$ cat config.mk
export PLATFORM = sky130hd
export DESIGN_NAME = cal_cell
export DESIGN_NICKNAME = d
export VERILOG_FILES = /design/src/sv/cal_pkg.sv /design/src/sv/cal_cell.sv
export SDC_FILE = /design/constraint.sdc
export NUM_CORES = 1
export LEC_CHECK = 0
export BUFFER_PORTS_ARGS = -buffer_cell sky130_fd_sc_hd__buf_2
export CAP_MARGIN = 5
export CORE_UTILIZATION = 40
export DETAILED_ROUTE_END_ITERATION = 8
export PLACE_DENSITY = 0.79
export SYNTH_ARGS = -nofsm -noshare
export SYNTH_HDL_FRONTEND = slang
export SYNTH_SLANG_ARGS = --single-unit
$ cat constraint.sdc
create_clock -name i_clk -period 3.5 [get_ports i_clk]
set_input_delay 0.35 -clock i_clk [delete_from_list [all_inputs] [get_ports i_clk]]
set_output_delay 0.35 -clock i_clk [all_outputs]
set_load 0.02 [all_outputs]
$ cat src/sv/cal_pkg.sv
// Shared package for the circular array list: request opcodes, cell modes
// and fixed field widths. No dependencies.
package cal_pkg;

    // Field widths of the request and result transactions
    localparam int unsigned OP_W    = 4;
    localparam int unsigned POS_W   = 6;
    localparam int unsigned WORD_W  = 32;
    localparam int unsigned FOUND_W = 7;
    localparam int unsigned OCC_W   = 7;

    // Request opcodes
    localparam logic [OP_W-1:0] OP_PUSH_FRONT  = 4'd0;
    localparam logic [OP_W-1:0] OP_PUSH_BACK   = 4'd1;
    localparam logic [OP_W-1:0] OP_INSERT_AT   = 4'd2;
    localparam logic [OP_W-1:0] OP_DELETE_AT   = 4'd3;
    localparam logic [OP_W-1:0] OP_DELETE_HEAD = 4'd4;
    localparam logic [OP_W-1:0] OP_DELETE_TAIL = 4'd5;
    localparam logic [OP_W-1:0] OP_READ        = 4'd6;
    localparam logic [OP_W-1:0] OP_FIND        = 4'd7;
    localparam logic [OP_W-1:0] OP_CLEAR       = 4'd8;

    // What every cell of the chain does in a cycle
    typedef logic [2:0] t_cell_mode;

    localparam t_cell_mode CELL_HOLD       = 3'd0;
    localparam t_cell_mode CELL_WRITE      = 3'd1;  // cell at target loads data
    localparam t_cell_mode CELL_SHIFT_UP   = 3'd2;  // open a gap at target, load data there
    localparam t_cell_mode CELL_SHIFT_DOWN = 3'd3;  // close the gap at target
    localparam t_cell_mode CELL_ROTATE     = 3'd4;  // rotate live cells toward 0

endpackage

$ cat src/sv/cal_cell.sv
// One storage cell of the list chain: holds the word at logical index IDX.
// Depends on cal_pkg.
module cal_cell #(
    parameter int unsigned IDX = 0,
    parameter int unsigned XW  = 7
) (
    input  logic                      i_clk,
    input  cal_pkg::t_cell_mode       i_mode,
    input  logic [XW-1:0]             i_target,
    input  logic [XW-1:0]             i_count,
    input  logic [cal_pkg::WORD_W-1:0] i_data,
    input  logic [cal_pkg::WORD_W-1:0] i_prev,
    input  logic [cal_pkg::WORD_W-1:0] i_next,
    input  logic [cal_pkg::WORD_W-1:0] i_first,
    output logic [cal_pkg::WORD_W-1:0] o_word
);
    import cal_pkg::*;

    localparam logic [XW-1:0] MY_IDX = XW'(IDX);

    logic [WORD_W-1:0] r_word;
    logic [WORD_W-1:0] n_word;
    logic [XW-1:0]     w_last;

    assign w_last = i_count - XW'(1);

    always_comb begin
        n_word = r_word;
        case (i_mode)
            CELL_WRITE: begin
                if (MY_IDX == i_target) n_word = i_data;
            end
            CELL_SHIFT_UP: begin
                if (MY_IDX > i_target) n_word = i_prev;
                else if (MY_IDX == i_target) n_word = i_data;
            end
            CELL_SHIFT_DOWN: begin
                if (MY_IDX >= i_target) n_word = i_next;
            end
            CELL_ROTATE: begin
                if (MY_IDX == w_last) n_word = i_first;
                else if (MY_IDX < w_last) n_word = i_next;
            end
            default: n_word = r_word;
        endcase
    end

    always_ff @(posedge i_clk) begin
        r_word <= n_word;
    end

    assign o_word = r_word;

endmodule

* Word-level counts from Yosys, hierarchy flattened *
Cells that the tools add are included.

word-level totals
  register bits = 32
  output and inout bits = 32
  logic and storage cells = 21
  input bits = 146

cells by class
  add/subtract/negate cells = 1
  mux-type cells = 6
  reductions and logical operators = 4
  magnitude comparators = 3
  equality and inequality tests = 6

operators by type and width
  cell                   count
  $mux W32               5
  $pmux W32 S4           1
  $logic_not A7 Y1       2
  $ge A1 B7 Y1 const A   1
  $gt A1 B7 Y1 const A   1
  $lt A1 B7 Y1 const A   1
  $sub A7 B1 Y7 const B  1
  $eq A3 B2 Y1 const B   2
  $reduce_bool A4 Y1     1
  $eq A3 B1 Y1 const B   1
  $eq A3 B3 Y1 const B   1
  $ne A3 B3 Y1 const B   1
  $reduce_and A3 Y1      1
  $ne A2 B2 Y1 const B   1

* Depth between registers and ports, before layout *
Gate-level depths: netlist of run 1.

  word-level depth = 5
  gate-level depth with buffers = 9
  gate-level depth less buffers = 7

* Worst setup path before layout of run 1 *
OpenSTA, ideal clock, no wires.

  path type = input -> register
  start point = input i_target[2]
  end point = register r_word[0] (netlist: o_word[0]), enable pin
  arrival = 2.362 ns
  path buffers = 0
  path slack = 0.708 ns
  library setup time = 0.430 ns
  required time = 3.070 ns
  stages on the path = 3
  cell sequence = nor4_1 > a21oi_1 > o2bb2ai_1

on the way
  longest elaborated chain between the ends = 3

RTL lines
  element                      RTL line        source
  start, declared              cal_cell.sv:9   input logic [XW-1:0] i_target,
  $ge A1 B7 Y1                 cal_cell.sv:38  if (MY_IDX >= i_target) n_word = i_next;
  $ne A2 B2 Y1 (no line)       -
  $reduce_and A3 Y1 (no line)  -
  end signal, assigned         cal_cell.sv:49  r_word <= n_word;
  end, declared                cal_cell.sv:21  logic [WORD_W-1:0] r_word;

No other way between the ends.
A chain may end at the register's enable or synchronous reset.

* Worst setup path after layout of run 1 *
  start point = input i_count[0]
  end point = register r_word[2] (netlist: o_word[2]), data pin

on the way
  longest elaborated chain between the ends = 4

RTL lines
  element           RTL line        source
  start, declared   cal_cell.sv:10  input logic [XW-1:0] i_count,
  $sub A7 B1 Y7     cal_cell.sv:25  assign w_last = i_count - XW'(1);
  $logic_not A7 Y1  cal_cell.sv:41  if (MY_IDX == w_last) n_word = i_first;
  $mux W32          cal_cell.sv:41
  $pmux W32 S4      cal_cell.sv:29  case (i_mode)
  net n_word[2]     cal_cell.sv:22  logic [WORD_W-1:0] n_word;

The timed path passes the listed nets, and every way through them passes these cells.

==> flow_summary_export.csv, run 1 <==
group,metric,value,unit
sta,setup_repair_after_global_routing_missed_its_margin,"false",
worst_setup_path,timing.critical_path.to_type,"flip-flop",
global_route,pin_count_of_the_biggest_net_entering_global_routing,36,
placed_design,pre_cts_slack,663.7,ps
finish,layout.cells.non_filler,458,
die,floorplan.rows,28,
route,first_iter_violations,214,
clocking,cts_hold_repair.buffers,0,
sta,setup_total_negative_slack,0,ps
worst_setup_path,cp_max_fo,19,
job,maxCapViolations,0,
route,antenna_violating_nets_post_route,0,
finish,num_antenna_cells,0,
route,routed_len_inst,16.37,um
finish,fin_area,3353,sq um
finish,layout.cells.most_common,"buf_2",
worst_setup_path,worst_path_largest_cell_delay,450,ps
logic_synthesis,synth.net_count,397,
power_and_ir_drop,vdd_drop_max,155.2,uV
clocking,cts.reportedPaths.clkPinSlew,70,ps
clocking,cts_made_buffers,5,
placed_design,post-place-cells,450,
route,detail_route.drc_violations,0,
worst_setup_path,cell_at_the_slowest_stage_of_the_critical_path,"a2111o_1",
global_route,grt_antenna_before_repair,0,
sta,tightestPinTransition,990.3,ps
clocking,clock_tree.root_cell,"clkbuf_8",
placed_design,dp_hpwl,5.210,mm
sta,timing.fmax,0.3948,GHz
power_and_ir_drop,clk_pwr_share,30.2,%
global_route,global_route_wire_length_before_repair,11.65,mm
outcome,status,"completed",
logic_synthesis,yosys.area.top_type_share,39.20,%
finish,area_growth_syn_to_layout,36.80,%
sta,final_hold_slack,394.4,ps
global_route,grt.total_usage,23.35,%
placed_design,globalplace.congestion,0.8140,
worst_setup_path,cp.buffers_inverters,4,
clocking,cts_tree,"yes",
sta,setup_viol,0,
logic_synthesis,synth.yosys.seq_area_share,39.20,%
finish,drive_above_1_share,43.60,%
logic_synthesis,syn-instance-count,249,
sta,relative_slew_slack,33.87,%
route,wl,7.498,mm
power_and_ir_drop,seq_power_share,42.3,%
finish,utilization,56.64,%
global_route,grt.busiest_layer,"met2",
worst_setup_path,setup.worst_path.start_class,"input port",
logic_synthesis,synth_area,2451,sq um
logic_synthesis,ys_top_cells_by_area,"edfxtp_1 (39%), mux2i_1 (13%), a2bb2oi_1 (11%)",
clocking,tritoncts_num_sinks,32,
sta,number_of_max_slew_violations_in_the_final_report,0,
clocking,bufs_on_longest_clock_path,2,
worst_setup_path,critPathArrivalTime,2550,ps
route,dr_total_vias,2653,
global_route,grt_pass1_vias,2476,
placed_design,portBuffers,145,
route,drt_pre_antenna_iters,5,
global_route,met1_usage,29.64,%
clocking,cts-resized-gates,0,
die,io_pins,178,
worst_setup_path,timing.critical_path.required,3510,ps
power_and_ir_drop,p_per_cell_area,346.4,nW/um^2
placed_design,placement.cell_area,3246,sq um
sta,final-hold-violation-count,0,
power_and_ir_drop,power.switching,0.3303,mW
die,floorplan.core_area,5921,sq um
die,die_w,80.28,um
finish,top_library_cells_by_usage_in_the_layout_fill_and_taps_aside,"buf_2 (145), nand4_1 (33), nand2_1 (33)",
power_and_ir_drop,p_comb_share,27.5,%
global_route,met3_resource_use_gr,4.205,%
logic_synthesis,syn-mean-instance-area,9.844,sq um
logic_synthesis,postSynth.asyncResetShare,0,%
finish,finish.net_count,530,
route,vias_per_cell,5.793,
global_route,grt_remaining_overflow,0,
sta,post-route-worst-setup-slack,966.9,ps
logic_synthesis,yosys.area.top_type,"edfxtp_1",
global_route,use_met2,39.91,%
logic_synthesis,yosysWarnings,0,
power_and_ir_drop,internal_power,0.8314,mW
die,floorplan.die.height,80.28,um
worst_setup_path,cpMostUsedCell,"buf_4",
logic_synthesis,ys_types,28,
power_and_ir_drop,net_switching_share_of_the_total_power,28.43,%
worst_setup_path,critical_path.top_delay_family,"compound AO/OA/AOI/OAI gates",
logic_synthesis,flip_flop_and_latch_count_after_synthesis,32,
clocking,cts_post_setup_buffers_inserted,0,
sta,finalCriticalPeriod,2533,ps
clocking,cts_h_tree_lvls,2,
sta,fin_worst_skew,0,ps
power_and_ir_drop,fin_total_pwr,1.162,mW
finish,largest_reg_flops,32,
power_and_ir_drop,p_leak,1.580,nW
min_path,hold_path.class,"in -> reg",
worst_setup_path,cp_cell_sequence,"buf_2, inv_1, ha_1, o21bai_1, a2111o_1, a311oi_4, buf_4, and2_1, buf_4, o211ai_1",
clocking,clkLatencyLatePin,280,ps
worst_setup_path,criticalPathCategory,"in -> reg",
die,initial_utilization,41.40,%
die,die_area,6445,sq um
logic_synthesis,synth_ff_type,"edfxtp_1",
logic_synthesis,synth-edff-count,32,
sta,fin_crit_sh,72.37,%
synth_stat cells, drive strengths merged (2+ instances only):
| library cell | n |
|---|---|
| inv | 3 |
| clkbuf | 18 |
| nor2 | 3 |
| o21bai | 2 |
| nand4 | 33 |
| o211ai | 32 |
| nor4 | 2 |
| nand2 | 34 |
| mux2i | 32 |
| nand4b | 2 |
| edfxtp | 32 |
| a2bb2oi | 32 |
| ha | 2 |
| buf | 10 |
per-layer routing:
layer	vias to the layer above	share of wire [%]
met1	1262	43
met5	-	0
met4	0	1.2
met3	7	6.3
met2	113	49
li1	1271	-
worst paths after layout:
path	slack (ps)	cells after the start	from	endpoint
min reg2reg	720	3	o_word[30]	o_word[30]
max reg2reg	2390	3	o_word[22]	o_word[22]
max	970	10	i_count[0]	o_word[2]
min	390	3	i_next[21]	o_word[21]
power by group through the flow:
stage / registers [mW] / logic (mW) / clock network [mW]
6_report: 0.492 / 0.320 / 0.350
5_1_grt: 0.495 / 0.347 / 0.377
4_1_cts: 0.492 / 0.320 / 0.358
3_5_place_dp: 0.500 / 0.319 / 0
3_3_place_gp: 0.498 / 0.310 / 0
2_1_floorplan: 0.544 / 0.138 / 0
logic make-up after synthesis:
group,synth area share (%)
flip-flops,39.20
multiplexers,13.07
buffers and inverters,5.411
AO/OA/AOI/OAI,24.71
adder cells (fa/ha/maj),1.021
AND/OR/NAND/NOR,16.59
layout make-up:
class | count | area, sq um
Inverter | 3 | 11.26
Fill cell | 550 | 2567
Tap cell | 75 | 93.84
Clock inverter | 2 | 35.03
Timing Repair Buffer | 154 | 793.3
Sequential cell | 32 | 960.9
Clock buffer | 6 | 72.57
Multi-Input combinational cell | 186 | 1386
worst register-to-register path: stages (launching register included):
cell	delay, ps
edfxtp_1	410
mux2i_1	160
a2bb2oi_1	170
o211ai_1	120
No activity file was read; power rests on OpenSTA's default activity.
==> run 2: changes to the inputs <==
==> constraint.sdc (replaced) <==
create_clock -name i_clk -period 2.43 [get_ports i_clk]
set_input_delay 0.243 -clock i_clk [delete_from_list [all_inputs] [get_ports i_clk]]
set_output_delay 0.243 -clock i_clk [all_outputs]
set_load 0.02 [all_outputs]
==> flow_summary_export.csv, run 2 (synthesis gave the netlist of run 1 again) <==
group,metric,value,unit
sta,relative_slew_slack,56.49,%
global_route,grt_remaining_overflow,0,
global_route,grt.total_usage,24.75,%
sta,fin_worst_skew,0,ps
worst_setup_path,worst_path_largest_cell_delay,450,ps
power_and_ir_drop,p_per_cell_area,464.4,nW/um^2
power_and_ir_drop,fin_total_pwr,1.572,mW
placed_design,globalplace.congestion,0.8365,
route,routed_len_inst,16.76,um
clocking,clkLatencyLatePin,280,ps
global_route,grt.busiest_layer,"met2",
global_route,grt_pass1_vias,2556,
worst_setup_path,timing.critical_path.required,2440,ps
clocking,clock_tree.root_cell,"clkbuf_8",
placed_design,placement.cell_area,3308,sq um
route,first_iter_violations,187,
placed_design,post-place-cells,455,
clocking,cts_h_tree_lvls,2,
min_path,hold_path.class,"in -> reg",
worst_setup_path,critical_path.startpoint,"i_count[0]",
worst_setup_path,crit_end,"o_word[23]",
sta,final-hold-violation-count,0,
outcome,status,"completed",
worst_setup_path,timing.reg2reg.setup_slack,1280,ps
sta,final_hold_slack,287.0,ps
die,io_pins,178,
global_route,grt_antenna_before_repair,1,
finish,top_library_cells_by_usage_in_the_layout_fill_and_taps_aside,"buf_2 (145), nand4_1 (33), nand2_1 (33)",
finish,largest_reg_flops,32,
sta,timing.fmax,0.4656,GHz
worst_setup_path,cp_cell_sequence,"buf_2, inv_1, ha_1, o21bai_1, a2111o_1, a311oi_4, and2_1, buf_4, o211ai_1",
global_route,met3_resource_use_gr,5.000,%
worst_setup_path,regToRegStartpoint,"o_word[23]",
die,die_w,80.28,um
global_route,pin_count_of_the_biggest_net_entering_global_routing,66,
worst_setup_path,cp_max_fo,13,
clocking,cts_post_setup_buffers_inserted,0,
finish,utilization,57.19,%
finish,drive_above_1_share,44.19,%
route,drt_pre_antenna_iters,4,
finish,layout.cells.non_filler,462,
finish,layout.cells.most_common,"buf_2",
die,floorplan.rows,28,
sta,finalCriticalPeriod,2148,ps
global_route,global_route_wire_length_before_repair,12.24,mm
worst_setup_path,criticalPathCategory,"in -> reg",
sta,number_of_max_slew_violations_in_the_final_report,0,
sta,tightestPinTransition,652.7,ps
clocking,bufs_on_longest_clock_path,2,
clocking,cts-resized-gates,0,
clocking,cts_hold_repair.buffers,0,
finish,finish.net_count,535,
route,detail_route.drc_violations,0,
clocking,cts_tree,"yes",
route,vias_per_cell,5.801,
die,initial_utilization,41.40,%
finish,num_antenna_cells,0,
worst_setup_path,critPathArrivalTime,2160,ps
finish,area_growth_syn_to_layout,38.13,%
worst_setup_path,timing.critical_path.to_type,"flip-flop",
global_route,use_met2,41.62,%
clocking,cts.reportedPaths.clkPinSlew,70,ps
worst_setup_path,setup.worst_path.start_class,"input port",
sta,setup_viol,0,
clocking,tritoncts_num_sinks,32,
worst_setup_path,cell_at_the_slowest_stage_of_the_critical_path,"a2111o_1",
job,maxCapViolations,0,
sta,fin_crit_sh,88.38,%
finish,fin_area,3386,sq um
route,wl,7.744,mm
global_route,met1_usage,31.53,%
power_and_ir_drop,p_leak,1.599,nW
die,floorplan.die.height,80.28,um
clocking,cts_made_buffers,5,
power_and_ir_drop,vdd_drop_max,177.2,uV
route,dr_total_vias,2680,
placed_design,dp_hpwl,5.509,mm
die,floorplan.core_area,5921,sq um
worst_setup_path,rr_endpoint,"o_word[23]",
die,die_area,6445,sq um
sta,setup_repair_after_global_routing_missed_its_margin,"false",
worst_setup_path,timing.reg2reg.worst_path_depth,3,
route,antenna_violating_nets_post_route,0,
placed_design,portBuffers,145,
[run 2: metal layers]
metal | up-vias | wire length, um
li1 | 1282 | -
met1 | 1261 | 3180
met2 | 125 | 3891
met3 | 10 | 570
met4 | 2 | 91
met5 | - | 10
[run 2: worst min path at each step]
stage                            end  slack (ps)       start  cells past startpoint
after floorplan            o_word[0]         460   i_next[0]                      2
after global placement     o_word[4]         570   i_next[4]                      3
after detailed placement  o_word[17]         570  i_next[17]                      3
after CTS                  o_word[4]         280   i_next[4]                      3
after global routing      o_word[14]         300  i_next[14]                      3
final                     o_word[14]         290  i_next[14]                      3
[run 2: report_power, final]
group / internal, mW / switching, mW / leakage, nW
clock network: 0.195 / 0.193 / 0.0410
registers: 0.682 / 0.0255 / 0.309
logic: 0.223 / 0.254 / 1.25
total: 1.10 / 0.472 / 1.60
[run 2: layout make-up]
cell class	instances	area [sq um]
clock inverter	1	5.005
multi-input combinational	186	1386
clock buffer	6	72.57
fill	526	2535
tap	75	93.84
timing repair buffer	159	855.8
inverter	3	11.26
sequential	32	960.9
[run 2: worst max-delay path: cells and delay by family]
kind                     cells  cell delay, ps
AO/OA/AOI/OAI                4            1030
AND/OR/NAND/NOR              1             220
adder cells (fa/ha/maj)      1             250
buffers and inverters        3             410
[run 2: per-stage QoR]
| stage | setup slack, ps | TNS [ps] |
|---|---|---|
| detailed placement | -37.78 | -47.54 |
| global placement | 41.88 | 0 |
| global route | 156.9 | 0 |
| CTS | 265.5 | 0 |
| finish | 282.4 | 0 |
| floorplan | 133.3 | 0 |
